### src/hdl/text_console_cursor_controller_defines.svh
// Assertion macros shared by the text console cursor controller RTL.
`ifndef TEXT_CONSOLE_CURSOR_CONTROLLER_DEFINES_SVH
`define TEXT_CONSOLE_CURSOR_CONTROLLER_DEFINES_SVH
`ifndef SYNTH
// Same-cycle implication, disabled while reset is asserted.
`define TCCC_ASSERT_IMP(lbl, ck, rn, a, c) \
  lbl: assert property (@(posedge ck) disable iff (!rn) (a) |-> (c)) \
    else $error("tccc: implication check failed");
// Next-cycle implication, disabled while reset is asserted.
`define TCCC_ASSERT_NXT(lbl, ck, rn, a, c) \
  lbl: assert property (@(posedge ck) disable iff (!rn) (a) |=> (c)) \
    else $error("tccc: next-cycle check failed");
`else
`define TCCC_ASSERT_IMP(lbl, ck, rn, a, c)
`define TCCC_ASSERT_NXT(lbl, ck, rn, a, c)
`endif
`endif

### src/hdl/tccc_pkg.sv
// Types, codes and the microcode program of the text console cursor controller.
package tccc_pkg;

  localparam int WORK_W    = 17;  // cursor plus headroom for one step past the grid
  localparam int POS_W     = 16;
  localparam int DIV_CNT_W = 5;
  localparam int UA_W      = 5;

  typedef logic [WORK_W-1:0] work_t;

  // character codes
  localparam logic [7:0] CH_BS     = 8'd8;
  localparam logic [7:0] CH_TAB    = 8'd9;
  localparam logic [7:0] CH_LF     = 8'd10;
  localparam logic [7:0] CH_VT     = 8'd11;
  localparam logic [7:0] CH_FF     = 8'd12;
  localparam logic [7:0] CH_CR     = 8'd13;
  localparam logic [7:0] CH_SPACE  = 8'd32;
  localparam logic [7:0] PRINT_MIN = 8'd32;

  // configuration register indexes
  localparam logic [1:0] CFG_COLS = 2'd0;
  localparam logic [1:0] CFG_ROWS = 2'd1;
  localparam logic [1:0] CFG_TAB  = 2'd2;

  localparam logic [7:0] COLS_RST = 8'd30;
  localparam logic [7:0] ROWS_RST = 8'd40;
  localparam logic [4:0] TAB_RST  = 5'd4;

  localparam logic KIND_DRAW  = 1'b0;
  localparam logic KIND_CLEAR = 1'b1;

  // sequencing ops
  localparam logic [2:0] SQ_FETCH    = 3'd0;
  localparam logic [2:0] SQ_NEXT     = 3'd1;
  localparam logic [2:0] SQ_JUMP     = 3'd2;
  localparam logic [2:0] SQ_JCOND    = 3'd3;
  localparam logic [2:0] SQ_DISPATCH = 3'd4;
  localparam logic [2:0] SQ_DONE     = 3'd5;

  // jump conditions
  localparam logic C_ROW_OFF  = 1'b0;
  localparam logic C_COL_ZERO = 1'b1;

  // divider operand selects
  localparam logic [1:0] DS_POS    = 2'd0;  // cursor / columns
  localparam logic [1:0] DS_COLTAB = 2'd1;  // column / tab stop
  localparam logic [1:0] DS_CPCOLS = 2'd2;  // tab target column / columns

  // cursor ops
  localparam logic [3:0] WK_HOLD   = 4'd0;
  localparam logic [3:0] WK_INC    = 4'd1;
  localparam logic [3:0] WK_BS     = 4'd2;
  localparam logic [3:0] WK_ZERO   = 4'd3;
  localparam logic [3:0] WK_NL     = 4'd4;
  localparam logic [3:0] WK_CR     = 4'd5;
  localparam logic [3:0] WK_VT     = 4'd6;
  localparam logic [3:0] WK_TAB    = 4'd7;
  localparam logic [3:0] WK_TABFIX = 4'd8;
  localparam logic [3:0] WK_WRAP   = 4'd9;
  localparam logic [3:0] WK_COMMIT = 4'd10;

  // pending draw ops
  localparam logic [1:0] PD_NONE  = 2'd0;
  localparam logic [1:0] PD_GLYPH = 2'd1;
  localparam logic [1:0] PD_SPACE = 2'd2;

  // result emission ops
  localparam logic [1:0] EM_NONE  = 2'd0;
  localparam logic [1:0] EM_DRAW  = 2'd1;
  localparam logic [1:0] EM_CLEAR = 2'd2;

  // microcode addresses
  localparam logic [UA_W-1:0] UA_FETCH    = 5'd0;
  localparam logic [UA_W-1:0] UA_DIVPOS   = 5'd1;
  localparam logic [UA_W-1:0] UA_DISPATCH = 5'd2;
  localparam logic [UA_W-1:0] UA_PR_CHK   = 5'd3;
  localparam logic [UA_W-1:0] UA_PR_PEND  = 5'd4;
  localparam logic [UA_W-1:0] UA_PR_ADV   = 5'd5;
  localparam logic [UA_W-1:0] UA_BS_CHK   = 5'd6;
  localparam logic [UA_W-1:0] UA_BS_BACK  = 5'd7;
  localparam logic [UA_W-1:0] UA_BS_PEND  = 5'd8;
  localparam logic [UA_W-1:0] UA_FF       = 5'd9;
  localparam logic [UA_W-1:0] UA_LF       = 5'd10;
  localparam logic [UA_W-1:0] UA_CR       = 5'd11;
  localparam logic [UA_W-1:0] UA_VT       = 5'd12;
  localparam logic [UA_W-1:0] UA_TAB_DIV  = 5'd13;
  localparam logic [UA_W-1:0] UA_TAB_ADV  = 5'd14;
  localparam logic [UA_W-1:0] UA_TAB_DIV2 = 5'd15;
  localparam logic [UA_W-1:0] UA_TAB_FIX  = 5'd16;
  localparam logic [UA_W-1:0] UA_WRAP     = 5'd17;
  localparam logic [UA_W-1:0] UA_EMIT_D   = 5'd18;
  localparam logic [UA_W-1:0] UA_EMIT_C   = 5'd19;

  typedef struct packed {
    logic [2:0]      seq;
    logic            cond;
    logic [UA_W-1:0] target;
    logic            div_go;
    logic [1:0]      dsel;
    logic [3:0]      wop;
    logic [1:0]      pend;
    logic [1:0]      emit;
  } ucode_t;

  // datapath status seen by the sequencer
  typedef struct packed {
    logic       accept;
    logic       stall;
    logic       row_off;
    logic       col_zero;
    logic [7:0] chr;
  } seq_stat_t;

  localparam ucode_t UW_NOP = '{seq: SQ_NEXT, cond: C_ROW_OFF, target: UA_FETCH,
                                div_go: 1'b0, dsel: DS_POS, wop: WK_HOLD,
                                pend: PD_NONE, emit: EM_NONE};

  function automatic ucode_t ucode_rom(input logic [UA_W-1:0] pc);
    ucode_t uw;
    uw = UW_NOP;
    case (pc)
      UA_FETCH: uw.seq = SQ_FETCH;
      UA_DIVPOS: begin
        uw.div_go = 1'b1;
        uw.dsel   = DS_POS;
      end
      UA_DISPATCH: uw.seq = SQ_DISPATCH;
      UA_PR_CHK: begin
        uw.seq    = SQ_JCOND;
        uw.cond   = C_ROW_OFF;
        uw.target = UA_PR_ADV;
      end
      UA_PR_PEND: uw.pend = PD_GLYPH;
      UA_PR_ADV: begin
        uw.wop    = WK_INC;
        uw.seq    = SQ_JUMP;
        uw.target = UA_WRAP;
      end
      UA_BS_CHK: begin
        uw.seq    = SQ_JCOND;
        uw.cond   = C_COL_ZERO;
        uw.target = UA_WRAP;
      end
      UA_BS_BACK: begin
        uw.wop    = WK_BS;
        uw.seq    = SQ_JCOND;
        uw.cond   = C_ROW_OFF;
        uw.target = UA_WRAP;
      end
      UA_BS_PEND: begin
        uw.pend   = PD_SPACE;
        uw.seq    = SQ_JUMP;
        uw.target = UA_WRAP;
      end
      UA_FF: begin
        uw.wop    = WK_ZERO;
        uw.seq    = SQ_JUMP;
        uw.target = UA_WRAP;
      end
      UA_LF: begin
        uw.wop    = WK_NL;
        uw.seq    = SQ_JUMP;
        uw.target = UA_WRAP;
      end
      UA_CR: begin
        uw.wop    = WK_CR;
        uw.seq    = SQ_JUMP;
        uw.target = UA_WRAP;
      end
      UA_VT: begin
        uw.wop    = WK_VT;
        uw.seq    = SQ_JUMP;
        uw.target = UA_WRAP;
      end
      UA_TAB_DIV: begin
        uw.div_go = 1'b1;
        uw.dsel   = DS_COLTAB;
      end
      UA_TAB_ADV: uw.wop = WK_TAB;
      UA_TAB_DIV2: begin
        uw.div_go = 1'b1;
        uw.dsel   = DS_CPCOLS;
      end
      UA_TAB_FIX: uw.wop = WK_TABFIX;
      UA_WRAP: uw.wop = WK_WRAP;
      UA_EMIT_D: uw.emit = EM_DRAW;
      UA_EMIT_C: begin
        uw.emit = EM_CLEAR;
        uw.wop  = WK_COMMIT;
        uw.seq  = SQ_DONE;
      end
      default: uw.seq = SQ_DONE;
    endcase
    return uw;
  endfunction

  // entry point of the routine for one character code
  function automatic logic [UA_W-1:0] dispatch(input logic [7:0] chr);
    logic [UA_W-1:0] ua;
    if (chr >= PRINT_MIN) begin
      ua = UA_PR_CHK;
    end else begin
      case (chr)
        CH_BS:   ua = UA_BS_CHK;
        CH_TAB:  ua = UA_TAB_DIV;
        CH_LF:   ua = UA_LF;
        CH_VT:   ua = UA_VT;
        CH_FF:   ua = UA_FF;
        CH_CR:   ua = UA_CR;
        default: ua = UA_WRAP;
      endcase
    end
    return ua;
  endfunction

endpackage

### src/hdl/tccc_div.sv
// Bit-serial restoring divider: one quotient bit per cycle.
module tccc_div (
  input  logic                   clk,
  input  logic                   rst_n,
  input  logic                   start,
  input  tccc_pkg::work_t        num,
  input  logic [7:0]             den,
  output logic                   busy,
  output logic                   done,
  output tccc_pkg::work_t        quot,
  output logic [7:0]             rem
);

  logic                               busy_r;
  logic                               done_r;
  logic [tccc_pkg::DIV_CNT_W-1:0]     cnt_r;
  tccc_pkg::work_t                    q_r;
  logic [7:0]                         r_r;
  logic [7:0]                         den_r;
  logic [8:0]                         trial;
  logic                               ge;
  logic [8:0]                         diff;

  always_comb begin
    trial = {r_r, q_r[tccc_pkg::WORK_W-1]};
    ge    = trial >= {1'b0, den_r};
    diff  = trial - {1'b0, den_r};
  end

  always_ff @(posedge clk) begin
    if (!rst_n) begin
      busy_r <= 1'b0;
      done_r <= 1'b0;
      cnt_r  <= '0;
    end else if (start) begin
      busy_r <= 1'b1;
      done_r <= 1'b0;
      cnt_r  <= tccc_pkg::DIV_CNT_W'(tccc_pkg::WORK_W);
    end else if (busy_r) begin
      cnt_r <= cnt_r - tccc_pkg::DIV_CNT_W'(1);
      if (cnt_r == tccc_pkg::DIV_CNT_W'(1)) begin
        busy_r <= 1'b0;
        done_r <= 1'b1;
      end
    end else begin
      done_r <= 1'b0;
    end
  end

  always_ff @(posedge clk) begin
    if (start) begin
      q_r   <= num;
      r_r   <= '0;
      den_r <= den;
    end else if (busy_r) begin
      q_r <= {q_r[tccc_pkg::WORK_W-2:0], ge};
      r_r <= ge ? diff[7:0] : trial[7:0];
    end
  end

  assign busy = busy_r;
  assign done = done_r;
  assign quot = q_r;
  assign rem  = r_r;

endmodule

### src/hdl/tccc_seq.sv
// Microcode sequencer: step counter, control store lookup and jumps.
module tccc_seq (
  input  logic                clk,
  input  logic                rst_n,
  input  tccc_pkg::seq_stat_t stat,
  output tccc_pkg::ucode_t    ctl
);

  logic [tccc_pkg::UA_W-1:0] pc_r;
  logic [tccc_pkg::UA_W-1:0] pc_nxt;
  logic [tccc_pkg::UA_W-1:0] pc_inc;
  tccc_pkg::ucode_t          uw;
  logic                      cond_true;

  always_comb begin
    uw        = tccc_pkg::ucode_rom(pc_r);
    pc_inc    = pc_r + tccc_pkg::UA_W'(1);
    cond_true = (uw.cond == tccc_pkg::C_ROW_OFF) ? stat.row_off : stat.col_zero;
    pc_nxt    = pc_r;
    if (uw.seq == tccc_pkg::SQ_FETCH) begin
      if (stat.accept) begin
        pc_nxt = tccc_pkg::UA_DIVPOS;
      end
    end else if (!stat.stall) begin
      case (uw.seq)
        tccc_pkg::SQ_NEXT:     pc_nxt = pc_inc;
        tccc_pkg::SQ_JUMP:     pc_nxt = uw.target;
        tccc_pkg::SQ_JCOND:    pc_nxt = cond_true ? uw.target : pc_inc;
        tccc_pkg::SQ_DISPATCH: pc_nxt = tccc_pkg::dispatch(stat.chr);
        tccc_pkg::SQ_DONE:     pc_nxt = tccc_pkg::UA_FETCH;
        default:               pc_nxt = tccc_pkg::UA_FETCH;
      endcase
    end
  end

  always_ff @(posedge clk) begin
    if (!rst_n) begin
      pc_r <= tccc_pkg::UA_FETCH;
    end else begin
      pc_r <= pc_nxt;
    end
  end

  assign ctl = uw;

endmodule

### src/hdl/text_console_cursor_controller.sv
// Top level of the text console cursor controller: datapath, config and result register.
// The block takes one character byte per request and keeps a linear cursor
// (row * columns + column) into a text grid of text_columns by text_rows cells.
// Printable bytes give a draw-glyph result at the cursor cell; backspace gives
// a draw of a space one cell back unless the column is 0; form feed, newline,
// carriage return, horizontal and vertical tab only move the cursor; other
// control bytes do nothing. Whenever a step leaves the cursor at or past the
// end of the grid it returns to 0 and a clear-screen result follows, so a
// request yields zero, one or two results, the final one flagged by last. A
// column, row or tab size written as 0 acts as 1. One request is worked on at
// a time: a microcoded sequencer steps through a short routine per character
// and shares one bit-serial divider for every division; a division holds its
// step while the divider is started, shifts out 17 quotient bits and hands
// the result back. A horizontal tab needs three divisions, and a request can
// also wait for the result side to take a result. A finished result sits in
// the output register while the next request is taken. Configuration writes
// go straight into the configuration registers and are meant only while no
// request is in flight.
`include "text_console_cursor_controller_defines.svh"

module text_console_cursor_controller (
  input  logic       clk,
  input  logic       rst_n,
  // configuration write port
  input  logic       cfg_we,
  input  logic [1:0] cfg_index,
  input  logic [7:0] cfg_wdata,
  // character requests
  input  logic       in_valid,
  output logic       in_ready,
  input  logic [7:0] in_char_code,
  // drawing commands
  output logic       out_valid,
  input  logic       out_ready,
  output logic       out_kind,
  output logic [7:0] out_glyph_code,
  output logic [7:0] out_text_row,
  output logic [7:0] out_text_col,
  output logic       out_last
);

  // configuration
  logic [7:0]                   cols_r;
  logic [7:0]                   rows_r;
  logic [4:0]                   tab_r;
  logic [7:0]                   cols_eff;
  logic [7:0]                   rows_eff;
  logic [4:0]                   tab_eff;
  logic [tccc_pkg::POS_W-1:0]   prod_r;

  // cursor and working registers
  logic [tccc_pkg::POS_W-1:0]   pos_r;
  tccc_pkg::work_t              work_r;
  tccc_pkg::work_t              work_nxt;
  logic [7:0]                   chr_r;
  tccc_pkg::work_t              row_r;
  logic [7:0]                   col_r;
  logic [7:0]                   tmp_r;
  logic [8:0]                   cp_r;
  logic                         pend_r;
  logic [7:0]                   pend_glyph_r;
  logic                         wrap_r;
  logic                         wrap_now;

  // divider handshake
  logic                         div_run_r;
  logic                         div_start;
  logic                         div_wait;
  logic                         div_busy;
  logic                         div_done;
  logic                         div_take;
  tccc_pkg::work_t              div_num;
  logic [7:0]                   div_den;
  tccc_pkg::work_t              div_quot;
  logic [7:0]                   div_rem;

  // sequencer
  tccc_pkg::ucode_t             ctl;
  tccc_pkg::seq_stat_t          stat;
  logic                         accept;
  logic                         stall;
  logic                         step_go;

  // result register
  logic                         out_valid_r;
  logic                         out_kind_r;
  logic [7:0]                   out_glyph_r;
  logic [7:0]                   out_row_r;
  logic [7:0]                   out_col_r;
  logic                         out_last_r;
  logic                         emit_fire;
  logic                         emit_block;
  logic                         out_load;

  // A size of 0 behaves as 1.
  assign cols_eff = (cols_r == 8'd0) ? 8'd1 : cols_r;
  assign rows_eff = (rows_r == 8'd0) ? 8'd1 : rows_r;
  assign tab_eff  = (tab_r == 5'd0) ? 5'd1 : tab_r;

  tccc_seq u_seq (
    .clk   (clk),
    .rst_n (rst_n),
    .stat  (stat),
    .ctl   (ctl)
  );

  // Take a request only while the sequencer sits at its fetch step.
  assign in_ready = (ctl.seq == tccc_pkg::SQ_FETCH);
  assign accept   = in_valid && in_ready;

  // Divider operand select: the control word picks the division.
  always_comb begin
    case (ctl.dsel)
      tccc_pkg::DS_COLTAB: begin
        div_num = tccc_pkg::work_t'(col_r);
        div_den = {3'd0, tab_eff};
      end
      tccc_pkg::DS_CPCOLS: begin
        div_num = tccc_pkg::work_t'(cp_r);
        div_den = cols_eff;
      end
      default: begin
        div_num = work_r;
        div_den = cols_eff;
      end
    endcase
  end

  // A division step starts the divider once, then holds until it reports done.
  assign div_start = ctl.div_go && !div_run_r;
  assign div_take  = ctl.div_go && div_run_r && div_done;
  assign div_wait  = ctl.div_go && !div_take;

  tccc_div u_div (
    .clk   (clk),
    .rst_n (rst_n),
    .start (div_start),
    .num   (div_num),
    .den   (div_den),
    .busy  (div_busy),
    .done  (div_done),
    .quot  (div_quot),
    .rem   (div_rem)
  );

  // Emit steps only fire when they have something to send; hold the step
  // while the result register is still occupied.
  assign emit_fire  = ((ctl.emit == tccc_pkg::EM_DRAW) && pend_r) ||
                      ((ctl.emit == tccc_pkg::EM_CLEAR) && wrap_r);
  assign emit_block = emit_fire && out_valid_r && !out_ready;
  assign out_load   = emit_fire && !emit_block;

  assign stall   = div_wait || emit_block;
  assign step_go = !stall && (ctl.seq != tccc_pkg::SQ_FETCH);

  assign stat.accept   = accept;
  assign stat.stall    = stall;
  assign stat.row_off  = row_r >= tccc_pkg::work_t'(rows_eff);
  assign stat.col_zero = (col_r == 8'd0);
  assign stat.chr      = chr_r;

  assign wrap_now = work_r >= tccc_pkg::work_t'(prod_r);

  // Cursor arithmetic for the current step.
  always_comb begin
    case (ctl.wop)
      tccc_pkg::WK_INC:  work_nxt = work_r + tccc_pkg::work_t'(1);
      tccc_pkg::WK_BS:   work_nxt = work_r - tccc_pkg::work_t'(1);
      tccc_pkg::WK_ZERO: work_nxt = '0;
      // next line: drop the column, add a full line
      tccc_pkg::WK_NL:   work_nxt = work_r - tccc_pkg::work_t'(col_r) +
                                    tccc_pkg::work_t'(cols_eff);
      tccc_pkg::WK_CR:   work_nxt = work_r - tccc_pkg::work_t'(col_r);
      tccc_pkg::WK_VT:   work_nxt = work_r + tccc_pkg::work_t'(cols_eff);
      // advance to the next tab stop; tmp holds column mod tab
      tccc_pkg::WK_TAB:  work_nxt = work_r + tccc_pkg::work_t'(tab_eff) -
                                    tccc_pkg::work_t'(tmp_r);
      // landed near the start of a following line: snap to its column 0
      tccc_pkg::WK_TABFIX: begin
        if (tmp_r < {3'd0, tab_eff}) begin
          work_nxt = work_r - tccc_pkg::work_t'(tmp_r);
        end else begin
          work_nxt = work_r;
        end
      end
      tccc_pkg::WK_WRAP: work_nxt = wrap_now ? '0 : work_r;
      default:           work_nxt = work_r;
    endcase
  end

  // Control state.
  always_ff @(posedge clk) begin
    if (!rst_n) begin
      cols_r      <= tccc_pkg::COLS_RST;
      rows_r      <= tccc_pkg::ROWS_RST;
      tab_r       <= tccc_pkg::TAB_RST;
      pos_r       <= '0;
      pend_r      <= 1'b0;
      wrap_r      <= 1'b0;
      div_run_r   <= 1'b0;
      out_valid_r <= 1'b0;
    end else begin
      if (cfg_we) begin
        case (cfg_index)
          tccc_pkg::CFG_COLS: cols_r <= cfg_wdata;
          tccc_pkg::CFG_ROWS: rows_r <= cfg_wdata;
          tccc_pkg::CFG_TAB:  tab_r  <= cfg_wdata[4:0];
          default: ;
        endcase
      end

      if (div_start) begin
        div_run_r <= 1'b1;
      end else if (div_take) begin
        div_run_r <= 1'b0;
      end

      if (accept) begin
        pend_r <= 1'b0;
        wrap_r <= 1'b0;
      end else if (step_go) begin
        if (ctl.pend != tccc_pkg::PD_NONE) begin
          pend_r <= 1'b1;
        end
        if (ctl.wop == tccc_pkg::WK_WRAP) begin
          wrap_r <= wrap_now;
        end
        if (ctl.wop == tccc_pkg::WK_COMMIT) begin
          pos_r <= work_r[tccc_pkg::POS_W-1:0];
        end
      end

      if (out_load) begin
        out_valid_r <= 1'b1;
      end else if (out_ready) begin
        out_valid_r <= 1'b0;
      end
    end
  end

  // Working payload.
  always_ff @(posedge clk) begin
    prod_r <= {8'd0, cols_eff} * {8'd0, rows_eff};
    if (accept) begin
      chr_r  <= in_char_code;
      work_r <= tccc_pkg::work_t'(pos_r);
    end else if (step_go) begin
      work_r <= work_nxt;
    end

    if (div_take) begin
      if (ctl.dsel == tccc_pkg::DS_POS) begin
        row_r <= div_quot;
        col_r <= div_rem;
      end else begin
        tmp_r <= div_rem;
      end
    end else if (step_go && (ctl.wop == tccc_pkg::WK_BS)) begin
      col_r <= col_r - 8'd1;
    end

    if (step_go && (ctl.wop == tccc_pkg::WK_TAB)) begin
      cp_r <= {1'b0, col_r} + {4'd0, tab_eff} - {1'b0, tmp_r};
    end

    if (step_go && (ctl.pend == tccc_pkg::PD_GLYPH)) begin
      pend_glyph_r <= chr_r;
    end else if (step_go && (ctl.pend == tccc_pkg::PD_SPACE)) begin
      pend_glyph_r <= tccc_pkg::CH_SPACE;
    end

    // Load the result register: a draw is last unless a clear follows.
    if (out_load) begin
      if (ctl.emit == tccc_pkg::EM_CLEAR) begin
        out_kind_r  <= tccc_pkg::KIND_CLEAR;
        out_glyph_r <= 8'd0;
        out_row_r   <= 8'd0;
        out_col_r   <= 8'd0;
        out_last_r  <= 1'b1;
      end else begin
        out_kind_r  <= tccc_pkg::KIND_DRAW;
        out_glyph_r <= pend_glyph_r;
        out_row_r   <= row_r[7:0];
        out_col_r   <= col_r;
        out_last_r  <= !wrap_r;
      end
    end
  end

  assign out_valid      = out_valid_r;
  assign out_kind       = out_kind_r;
  assign out_glyph_code = out_glyph_r;
  assign out_text_row   = out_row_r;
  assign out_text_col   = out_col_r;
  assign out_last       = out_last_r;

  // The sequencer must never restart the divider while it is still iterating.
  `TCCC_ASSERT_IMP(a_div_start_idle, clk, rst_n, div_start, !div_busy)
  // A clear is always the final result of its request and carries zeros.
  `TCCC_ASSERT_IMP(a_clear_fields, clk, rst_n, out_valid_r && (out_kind_r == tccc_pkg::KIND_CLEAR), out_last_r && (out_glyph_r == 8'd0) && (out_row_r == 8'd0) && (out_col_r == 8'd0))
  // After the wrap step a pending clear means the cursor went home.
  `TCCC_ASSERT_NXT(a_wrap_home, clk, rst_n, ctl.wop == tccc_pkg::WK_WRAP, !wrap_r || (work_r == '0))

endmodule
### config.mk
export PLATFORM = sky130hd
export DESIGN_NAME = text_console_cursor_controller
export DESIGN_NICKNAME = d
export VERILOG_FILES = /design/src/hdl/tccc_pkg.sv /design/src/hdl/tccc_div.sv /design/src/hdl/tccc_seq.sv /design/src/hdl/text_console_cursor_controller.sv
export VERILOG_INCLUDE_DIRS = /design/src /design/src/hdl
export SDC_FILE = /design/constraint.sdc
export NUM_CORES = 1
export LEC_CHECK = 0
export BUFFER_PORTS_ARGS = -buffer_cell sky130_fd_sc_hd__buf_2
export CAP_MARGIN = 10
export CORE_UTILIZATION = 29
export CTS_CLUSTER_DIAMETER = 80
export DETAILED_ROUTE_END_ITERATION = 10
export PLACE_DENSITY = 0.39
export SYNTH_ARGS = -nofsm -noshare
export SYNTH_HDL_FRONTEND = slang
export SYNTH_SLANG_ARGS = --single-unit
### constraint.sdc
create_clock -name clk -period 5.9 [get_ports clk]
set_clock_uncertainty 0.05 [all_clocks]
set_input_delay 0.885 -clock clk [delete_from_list [all_inputs] [get_ports clk]]
set_output_delay 0.885 -clock clk [all_outputs]
set_load 0.005 [all_outputs]
* Word level (Yosys, flattened, before mapping)
Cells that the tools add are included.
** Cells by class
- $add $sub $neg :: 14
- Multiply operators :: 1
- $lt $le $gt $ge :: 5
- Equality and inequality tests :: 55
- Muxes and demuxes :: 43
- Bitwise gates (word level) :: 4
- Reductions and logical operators :: 60
** Operators by type and width (number)
- 17-bit case mux with 9 select lines :: 1
- 17-bit 2-to-1 mux :: 4
- 8-bit 2-to-1 mux :: 8
- 17-bit by 8-bit subtractor with 17-bit output :: 3
- 8-bit by 4-bit equality test with 1-bit output, second input constant :: 6
- 5-bit 2-to-1 mux :: 9
- 5-bit by 4-bit equality test with 1-bit output, second input constant :: 8
- 4-bit case mux with 10 select lines :: 1
- 17-bit by 8-bit adder with 17-bit output :: 2
- 17-bit case mux with 2 select lines :: 1
- 16-bit 2-to-1 mux :: 2
- 5-bit case mux with 6 select lines :: 1
- 8-bit zero test :: 3
- 5-bit by 3-bit equality test with 1-bit output, second input constant :: 4
- 5-bit equality test, second input constant :: 4
- 5-bit case mux with 4 select lines :: 1
- 2-bit AND reduction :: 9
- 17-bit by 1-bit adder with 17-bit output, second input constant :: 1
- 17-bit by 5-bit adder with 17-bit output :: 1
- 17-bit by 16-bit greater-or-equal comparator with 1-bit output :: 1
- 17-bit by 8-bit greater-or-equal comparator with 1-bit output :: 1
- 17-bit by 1-bit subtractor with 17-bit output, second input constant :: 1
- 4-bit by 3-bit equality test with 1-bit output, second input constant :: 4
- 8-bit by 8-bit multiplier with 16-bit output :: 1
- 44 further kinds :: 105
** Word-level totals
- Register bits :: 203
- Output and inout bits :: 28

* Depth between registers and ports, before layout
Gate-level depths: netlist of run 1.
- Depth in word-level cells :: 13
- Gate-level depth with buffers :: 23
- Gate-level depth less buffers :: 22

* Modules after synthesis
A second synthesis of run 1 with hierarchy kept.
** Unflattened totals
- Cells, all modules :: 1685
- Area total of the unflattened synthesis :: 15798.9 um2
** Modules (own cells, without submodules)
- text_console_cursor_controller :: instances 1, cells each 1354, area each 12642.1 um2, sequential area each 4164.0 um2
- tccc_div :: instances 1, cells each 189, area each 2139.6 um2, sequential area each 1051.0 um2
- tccc_seq :: instances 1, cells each 142, area each 1017.2 um2, sequential area each 100.1 um2

* Worst setup path after synthesis of run 1
No wires, ideal clock.
- Path type :: register to register
- Start :: register cols_r[2]
- End :: register prod_r[15] (netlist bit)
- Setup time :: 72 ps
- Arrival :: 5052 ps
- Slack :: 725 ps
- Stages on the path, launching flop included :: 20
- Clock period less this slack :: 5175 ps
- Path through :: dfxtp_1 > or4_1 > nor3_1 > a21o_1 > clkbuf_1 > nand2_1 > fa_1 > fa_1 > inv_1 > fa_1 > inv_1 > fa_1 > inv_1 > ha_1 > a21boi_0 > o21ai_0 > a21boi_0 > o2111ai_1 > a31oi_1 > xnor2_1
** On the way
- Word-level cells in the longest chain between the ends :: 3
** Ends and longest elaborated chain
- start: declaration :: RTL line text_console_cursor_controller.sv:43 : logic [7:0] cols_r;
- start signal: assignment :: RTL line text_console_cursor_controller.sv:194 : cols_r <= tccc_pkg::COLS_RST;
- start signal: assignment :: RTL line text_console_cursor_controller.sv:205 : tccc_pkg::CFG_COLS: cols_r <= cfg_wdata;
- 8-bit zero test :: RTL line text_console_cursor_controller.sv:96 : assign cols_eff = (cols_r == 8'd0) ? 8'd1 : cols_r;
- 8-bit 2-to-1 mux * :: RTL line text_console_cursor_controller.sv:96
- 8-bit by 8-bit multiplier with 16-bit output * :: RTL line text_console_cursor_controller.sv:243 : prod_r <= {8'd0, cols_eff} * {8'd0, rows_eff};
- end signal: assignment :: RTL line text_console_cursor_controller.sv:243
- end: declaration :: RTL line text_console_cursor_controller.sv:49 : logic [tccc_pkg::POS_W-1:0] prod_r;
Mark *: on every way between the ends. The rest lies on a longest branch, timed or not.
A chain may end at the register's enable or synchronous reset.

* Worst setup path in the final report of run 1
Same ends and word-level chain as after synthesis.

==> results of run 1 <==
-- layer usage --
layer / routed length [um] / track usage / up-vias
li1: - / - / 5924
met1: 24500 / 0.260 / 5804
met2: 22900 / 0.311 / 226
met3: 2300 / 0.0301 / 56
met4: 920 / 0.0439 / 0
met5: 0 / 0 / -
-- flip-flops by register name, summed over array words and instances (netlist names), 9 cells and up --
register,cells
u_div.quot,17
row_r,17
pos_r,16
cp_r,9
work_r,17
prod_r,16
-- worst min path at each step --
stage | endpoint | slack, ns
floorplan | row_r[0] | 0.38
global placement | row_r[13] | 0.39
detailed placement | row_r[5] | 0.39
CTS | row_r[5] | 0.40
global route | row_r[9] | 0.41
finish | row_r[5] | 0.40
-- stage by stage --
stage          hold WS (ns)  instance area [um2]  instances  utilization  total power (W)
2_1_floorplan         0.376                15500       1671            -          0.00467
3_3_place_gp          0.390                16500       2367        0.313          0.00578
3_5_place_dp          0.385                16500       2367        0.313          0.00578
4_1_cts               0.399                17400       2417        0.330          0.00743
5_1_grt               0.413                17400       2417        0.330          0.00793
6_report              0.399                17400       2417        0.330          0.00734
-- kinds of logic after synthesis --
logic type,count (synthesis),share of synthesized area
compound gates,361,0.155
xor+xnor,85,0.0481
fa+ha+maj,207,0.192
buf+inv,243,0.0613
flops,203,0.343
mux,46,0.0302
simple gates,526,0.171
-- synth_stat cells, drive strengths merged (21+ instances only) --
| cell | number |
|---|---|
| nor3 | 31 |
| nand3 | 31 |
| a21oi | 99 |
| o21a | 21 |
| xnor2 | 63 |
| ha | 157 |
| o21ai | 75 |
| nor2b | 73 |
| clkbuf | 51 |
| dfxtp | 78 |
| fa | 50 |
| inv | 175 |
| nand2 | 120 |
| mux2i | 41 |
| xor2 | 22 |
| nor2 | 142 |
| a21o | 22 |
| and2 | 45 |
| edfxtp | 125 |
-- final cells by class --
cell class                 count  area, um2
clock inverter                17        145
sequential                   203       5320
multi-input combinational   1225       9230
timing repair buffer          75        438
fill                        5449      35300
clock buffer                  33        708
tap                          688        861
inverter                     176        661
-- power groups by stage --
stage / clock network (W) / logic, W / registers [W]
final: 0.00160 / 0.00352 / 0.00223
after global routing: 0.00171 / 0.00395 / 0.00227
after CTS: 0.00165 / 0.00354 / 0.00225
after detailed placement: 0 / 0.00351 / 0.00227
after global placement: 0 / 0.00351 / 0.00227
after floorplan: 0 / 0.00262 / 0.00205
-- worst max-delay path, stage by stage (launching register included) --
cell and delay [ns]:
dfxtp_1 0.31, or4_1 0.56, nor3_1 0.15, buf_4 0.14, a21o_1 0.16, nand2_1 0.09, fa_1 0.52, fa_1 0.54
inv_1 0.06, fa_1 0.53, inv_1 0.05, fa_1 0.52, inv_1 0.04, ha_1 0.30, a21boi_0 0.24, o21ai_0 0.14
a21boi_0 0.33, o2111ai_1 0.19, a31oi_1 0.21, xnor2_1 0.13
==> summary.md, run 1 <==
| Metric | Value |
|---|---|
| Outcome | complete, no violations |
| Reg2Reg Depth | 19 |
| Number of synthesized register bits | 203 |
| Worst setup margin | 0.585 ns |
| Worst skew pair latency | 0.58 ns |
| Final setup fails | 0 |
| Yosys warnings | 0 |
| Critical path endpoint category | flop |
| DRT Pass-1 Iters | 5 |
| Net Count, Synth | 1901 |
| # rows | 84 |
| Post-CTS sizing | 0 |
| RR Endpoint | prod_r[15] |
| I/O Buffers | 50 |
| Vias in the first global route | 12.2k |
| Final #Nets | 1938 |
| Critical path startpoint | cols_r[2] |
| Clock share of power | 0.217 |
| Max-cap violations | 0 |
| Synth area leaders | edfxtp_1 24%, ha_1 13%, dfxtp_1 10%, fa_1 6.5%, inv_1 4.1% |
| Hold_sp | u_div.quot[5] |
| Pwr Density | 423 nW/um2 |
| Slew Viols, Final | 0 |
| Commonest non-fill, non-tap cell in the layout | inv_1 |
| Synth top area share | 0.243 |
| Share of cells above drive strength 1 | 0.0925 |
| H-tree levels | 1 |
| Comb power frac | 0.479 |
| CTS Buffer Depth | 3 |
| DR iter-0 viols | 693 |
| First-pass GRT wire length | 76.9 mm |
| Hold Crit Depth | 0 |
| WL final | 50.6 mm |
| Netlist cell types | 89 |
| Clock Pin Slew Worst Setup and Hold Paths | 0.06 ns |
| Clk sinks | 203 |
| Gp weighted congestion | 0.863 |
| Full die area | 54300 um2 |
| End of the critical path | prod_r[15] |
| Setup TNS | 0 ns |
| Die Ht | 233 um |
| Largest net degree at the start of global routing | 52 |
| Kind of critical path | reg -> reg |
| Share of total power in sequential cells | 0.304 |
| Vias per cell | 4.97 |
| Pint | 0.00417 W |
| Post-Synthesis Cells | 1671 |
| Yosys top cell by area | edfxtp_1 |
| Period minus WS final | 5.31 ns |
| Residual DRC count | 0 |
| Slew @ Worst Pin | 0.956 ns |
| Remaining antenna violation count | 0 |
| Area Growth Syn to Fin | 12.1% |
| Routed via count | 12.0k |
| Max_slew headroom | 0.363 |
| Crit start category | flop |
| EDFF count, synth | 125 |
| Core Region | 52700 um2 |
| Die X | 233 um |
| Pre-CTS setup slack | 0.570 ns |
| CTS Buf Count | 27 |
| Syn avg cell area | 9.26 um2 |
| Final hold viol count | 0 |
| TritonCTS clock tree | done |
| Routed len/inst | 20.9 um |
| Leakage | 7.39 nW |
| Max Fclk | 188 MHz |
| Num ports | 51 |
| Sw Ratio | 0.432 |
| Congestion Overflow GR | 0 |
| Hold Crit Class | reg -> reg |
| Worst R2R Setup Slack | 0.59 ns |
| Root buffer cell | clkbuf_16 |
| Initial antenna violation count | 1 |
| GRT Overall Usage | 0.190 |
| Total inserted antenna cells | 0 |
| Async set or reset register ratio after synthesis | 0 |
| Sequential share of the synthesized area | 0.343 |
| RR Startpoint | cols_r[2] |
| Post-DP HPWL | 39.2 mm |
| Required time worst endpoint | 6.36 ns |
| Post-CTS setup buffers | 0 |
| Arr. time, crit path | 5.77 ns |
| Maximum vdd drop | 188 uV |
| Unrepaired setup endpoints after global routing | false |
| Period utilization | 0.901 |
| Commonest cells after routing, fill and taps aside | 171 x inv_1, 157 x ha_1, 139 x nor2_1 |
| Hold_buf cts | 0 |
| Post-synthesis cell area | 15500 um2 |
| Initial core utilization | 0.294 |
| Main synth FF type | edfxtp_1 |
| Sw power | 0.00317 W |
| Worst Path Max Fanout | 3 |
No activity file was read; power rests on OpenSTA's default activity.
==> run 2: changes to the inputs <==
Settings changed: CTS_BUF_LIST set to sky130_fd_sc_hd__clkbuf_4 sky130_fd_sc_hd__clkbuf_8.
==> run 2 against run 1 <==
Net effect: clock-buffer cell count rose by 27; routed wire length rose by 0.92%; register-to-register slack got worse by 0.02 ns; maximum frequency fell by 0.42%; sequential share of layout area barely moved; worst hold slack got worse by 0.013 ns; critical path type unchanged; critical path depth did not move; combinational power barely moved; non-clock buffer count did not move; flip-flop and latch count did not move.
==> summary.md, run 2 (synthesis results as in run 1) <==
| Metric | Value |
|---|---|
| Outcome | complete, no violations |
| Initial core utilization | 0.294 |
| Routed via count | 12.1k |
| First-pass GRT wire length | 77.6 mm |
| DR iter-0 viols | 762 |
| Crit start category | flop |
| Worst setup margin | 0.563 ns |
| Die X | 233 um |
| Maximum vdd drop | 159 uV |
| Worst skew pair latency | 0.64 ns |
| Residual DRC count | 0 |
| Unrepaired setup endpoints after global routing | false |
| Congestion Overflow GR | 0 |
| Initial antenna violation count | 1 |
| Reg2Reg Depth | 19 |
| Commonest non-fill, non-tap cell in the layout | inv_1 |
| Clock Pin Slew Worst Setup and Hold Paths | 0.06 ns |
| Slew Viols, Final | 0 |
| Final setup fails | 0 |
| Remaining antenna violation count | 0 |
| Setup TNS | 0 ns |
| Commonest cells after routing, fill and taps aside | 171 x inv_1, 157 x ha_1, 139 x nor2_1 |
| # rows | 84 |
| Root buffer cell | clkbuf_8 |
| Max_slew headroom | 0.367 |
| Final Cell Area | 17400 um2 |
| Total power | 0.00731 W |
| CTS Buffer Depth | 3 |
| GRT Overall Usage | 0.193 |
| Max Fclk | 187 MHz |
| Worst path slowest cell | or4_1 |
| Post-DP HPWL | 39.2 mm |
| Critical path endpoint category | flop |
| Filler cell count | 5475 |
| CP Cell Sequence | or4_1, nor3_1, buf_4, a21o_1, nand2_1, fa_1, fa_1, inv_1, fa_1, inv_1, fa_1, inv_1, ha_1, a21boi_0, o21ai_0, a21boi_0, o2111ai_1, a31oi_1, xnor2_1 |
| Placed standard-cell area | 16500 um2 |
| Required time worst endpoint | 6.39 ns |
| Final hold viol count | 0 |
| CTS Buf Count | 42 |
| Clk sinks | 203 |
| Post-CTS setup buffers | 0 |
| Arr. time, crit path | 5.83 ns |
| Vias in the first global route | 12.4k |
| TritonCTS clock tree | done |
| Total inserted antenna cells | 0 |
| Slew @ Worst Pin | 0.949 ns |
| Vias per cell | 4.96 |
| Pre-CTS setup slack | 0.570 ns |
| Period minus WS final | 5.34 ns |
| Kind of critical path | reg -> reg |
| Hold_buf cts | 0 |
| Full die area | 54300 um2 |
| CP peak stage delay | 0.56 ns |
| DRT Pass-1 Iters | 5 |
| Worst Path Max Fanout | 3 |
| Leakage | 7.43 nW |
| I/O Buffers | 50 |
| Final #Nets | 1953 |
| Max-cap violations | 0 |
| Largest net degree at the start of global routing | 52 |
| Hold Crit Depth | 1 |
| Area Growth Syn to Fin | 12.2% |
| Worst-case hold slack | 0.386 ns |
| Die Ht | 233 um |
| Post-CTS sizing | 0 |
| Routed len/inst | 20.9 um |
| Period utilization | 0.905 |
| Core Region | 52700 um2 |
| Gp weighted congestion | 0.863 |
| Share of cells above drive strength 1 | 0.108 |
| H-tree levels | 2 |
| Pwr Density | 421 nW/um2 |
| Hold Crit Class | in -> reg |
| Num ports | 51 |
| WL final | 51.1 mm |
| Worst path most repeated cell | fa_1 |
run 2: cell count changes in the layout (fill, tap and decap cells not counted), sizes merged:
cell / before / now
clkbuf: 33 / 60
clkinv: 12 / 14
clkinvlp: 2 / 1
run 2: path summary, 6_finish.rpt:
check,from,slack (ns),to
min,in_char_code[0],0.39,chr_r[0]
min reg2reg,u_div.quot[5],0.39,row_r[5]
max reg2reg,cols_r[2],0.56,prod_r[15]
max,cols_r[2],0.56,prod_r[15]
run 2: critical path, delay by kind of cell, from the launching register on:
| kind | cells | cell delay, ns |
|---|---|---|
| simple gates | 3 | 0.80 |
| compound gates | 6 | 1.27 |
| buf+inv | 4 | 0.29 |
| flops | 1 | 0.31 |
| fa+ha+maj | 5 | 2.41 |
| xor+xnor | 1 | 0.14 |
run 2: metal layers:
layer / vias up / track usage / share of wire
met2: 245 / 0.312 / 0.45
li1: 5952 / - / -
met3: 77 / 0.0315 / 0.043
met4: 0 / 0.0600 / 0.025
met1: 5859 / 0.261 / 0.48
met5: - / 0 / 0
run 2: power by group:
group	internal (W)	leakage, nW	switching (W)	total [W]
clock network	0.000851	0.458	0.000710	0.00156
registers	0.00187	1.76	0.000369	0.00223
logic	0.00140	5.22	0.00212	0.00352
total	0.00411	7.43	0.00320	0.00731
run 2: cell type report:
type | instances | area (um2) | area share
multi-input combinational | 1225 | 9230 | 0.531
sequential | 203 | 5320 | 0.306
tap | 688 | 861 | 0.0496
clock buffer | 60 | 726 | 0.0418
inverter | 176 | 661 | 0.0380
timing repair buffer | 75 | 438 | 0.0252
clock inverter | 18 | 139 | 0.00800
run 2: per-stage QoR:
stage,std cells,utilization
after CTS,2445,0.330
after global routing,2445,0.330
after detailed placement,2367,0.313
after global placement,2367,0.313
final,2445,0.330
after floorplan,1671,-
==> run 3: changes to the inputs <==
Settings changed: RECOVER_POWER set to 100.
==> run 3 against run 2 <==
Net effect: the flow now finishes with violations (capacitance limit, slew limit); setup slack worse by 0.0053 ns; clock power hardly changed; power shrank 0.30%; flip-flop and latch count unchanged; critical path type unchanged; largest cell class unchanged.
==> summary.md, run 3 (synthesis results as in run 1) <==
| Metric | Value |
|---|---|
| TritonCTS clock tree | done |
| Met1 Wirelength | 24.4 mm |
| Required time worst endpoint | 6.39 ns |
| Leakage | 7.33 nW |
| Met3 wire len | 2.43 mm |
| Worst R2R Setup Slack | 0.56 ns |
| First-pass GRT wire length | 77.6 mm |
| DR iter-0 viols | 719 |
| Core Region | 52700 um2 |
| Worst-case hold slack | 0.387 ns |
| Full die area | 54300 um2 |
| Final hold viol count | 0 |
| WL final | 51.2 mm |
| H-tree levels | 2 |
| RR Endpoint | prod_r[15] |
| Period utilization | 0.905 |
| Outcome | finished with violations |
| Congestion Overflow GR | 0 |
| Failing checks | capacitance limit, slew limit |
| Critical path endpoint category | flop |
| Hold Crit Depth | 1 |
| Hold_buf cts | 0 |
| Placed cells | 2367 |
| Unrepaired setup endpoints after global routing | false |
| CTS Buf Count | 42 |
| I/O Buffers | 50 |
| Vias per cell | 4.97 |
| Kind of critical path | reg -> reg |
| Initial core utilization | 0.294 |
| Total inserted antenna cells | 0 |
| GRT Overall Usage | 0.193 |
| Hold_sp | in_char_code[0] |
| Initial antenna violation count | 2 |
| Die X | 233 um |
| Reg2Reg Depth | 19 |
| Final setup fails | 0 |
| Filler cell count | 5496 |
| Total power | 0.00729 W |
| Met2 WL | 23.0 mm |
| Residual DRC count | 0 |
| Clock Pin Slew Worst Setup and Hold Paths | 0.06 ns |
| Period minus WS final | 5.34 ns |
| Slew @ Worst Pin | 2.63 ns |
| Max-cap violations | 2 |
| Crit start category | flop |
| Gp weighted congestion | 0.863 |
| DRT Pass-1 Iters | 5 |
| Top routing layer used | met4 |
| Area Growth Syn to Fin | 11.6% |
| Num ports | 51 |
| WHS Endpoint | chr_r[0] |
| CTS Buffer Depth | 3 |
| # rows | 84 |
| Setup TNS | 0 ns |
| Maximum vdd drop | 159 uV |
| Commonest non-fill, non-tap cell in the layout | inv_1 |
| Max Fclk | 187 MHz |
| Share of cells above drive strength 1 | 0.0859 |
| Final #Nets | 1953 |
| RR Startpoint | cols_r[2] |
| Pwr Density | 422 nW/um2 |
| Slew Viols, Final | 79 |
| Max_slew headroom | -0.756 |
| Commonest cells after routing, fill and taps aside | 172 x inv_1, 157 x ha_1, 141 x nor2_1 |
| Root buffer cell | clkbuf_8 |
| Post-DP HPWL | 39.2 mm |
| Post-CTS sizing | 0 |
| Routed via count | 12.1k |
| Worst skew pair latency | 0.64 ns |
| Worst Path Max Fanout | 3 |
| Routed len/inst | 20.9 um |
| Pre-CTS setup slack | 0.570 ns |
| Worst setup margin | 0.558 ns |
| Post-CTS setup buffers | 0 |
| Die Ht | 233 um |
| Layout Cells excl Fill | 2445 |
| Hold Crit Class | in -> reg |
| Largest net degree at the start of global routing | 52 |
| Arr. time, crit path | 5.84 ns |
| Clk sinks | 203 |
| Remaining antenna violation count | 0 |
| Vias in the first global route | 12.4k |
## run 3: changes by cell type in the layout (fill, tap and decap cells not counted), sizes merged
cell	delta
buf	-27
clkbuf	+27
## run 3: worst max path at each step
stage | start | to | slack [ns] | cells after the start
detailed placement | cols_r[2] | prod_r[15] | 0.57 | 19
global route | cols_r[2] | prod_r[15] | 0.1 | 20
CTS | cols_r[2] | prod_r[15] | 0.53 | 19
global placement | cols_r[2] | prod_r[15] | 0.62 | 19
finish | cols_r[2] | prod_r[15] | 0.56 | 19
floorplan | cols_r[2] | prod_r[15] | 0.73 | 19
## run 3: per-stage QoR
step	cell area (um2)	util
finish	17300	0.328
global route	17300	0.328
CTS	17400	0.330
detailed placement	16500	0.313
global placement	16500	0.313
floorplan	15500	-
## run 3: area by class of cell
class | instances | area [um2] | area share
Multi-Input combinational cell | 1225 | 9190 | 0.532
Sequential cell | 203 | 5320 | 0.308
Tap cell | 688 | 861 | 0.0498
Clock buffer | 60 | 726 | 0.0420
Inverter | 176 | 661 | 0.0382
Timing Repair Buffer | 75 | 384 | 0.0222
Clock inverter | 18 | 139 | 0.00804
## run 3: routing by layer
metal / up-vias / global-route usage
met4: 0 / 0.0600
met1: 5832 / 0.261
met2: 282 / 0.312
met5: - / 0
li1: 5956 / -
met3: 73 / 0.0315
## run 3: worst max-delay path: stages, from the launching register on
cell       delay (ns)
dfxtp_1          0.31
or4_1            0.56
nor3_1           0.16
buf_4            0.14
a21o_1           0.16
nand2_1          0.09
fa_1             0.52
fa_1             0.54
inv_1            0.06
fa_1             0.53
inv_1            0.05
fa_1             0.52
inv_1            0.04
ha_1             0.30
a21boi_0         0.24
o21ai_0          0.14
a21boi_0         0.33
o2111ai_1        0.19
a31oi_1          0.21
xnor2_1          0.14
## run 3: report_power, final
part | internal, W | switching (W) | total (W)
Combinational | 0.00138 | 0.00211 | 0.00349
Sequential | 0.00187 | 0.000370 | 0.00224
Clock | 0.000851 | 0.000708 | 0.00156
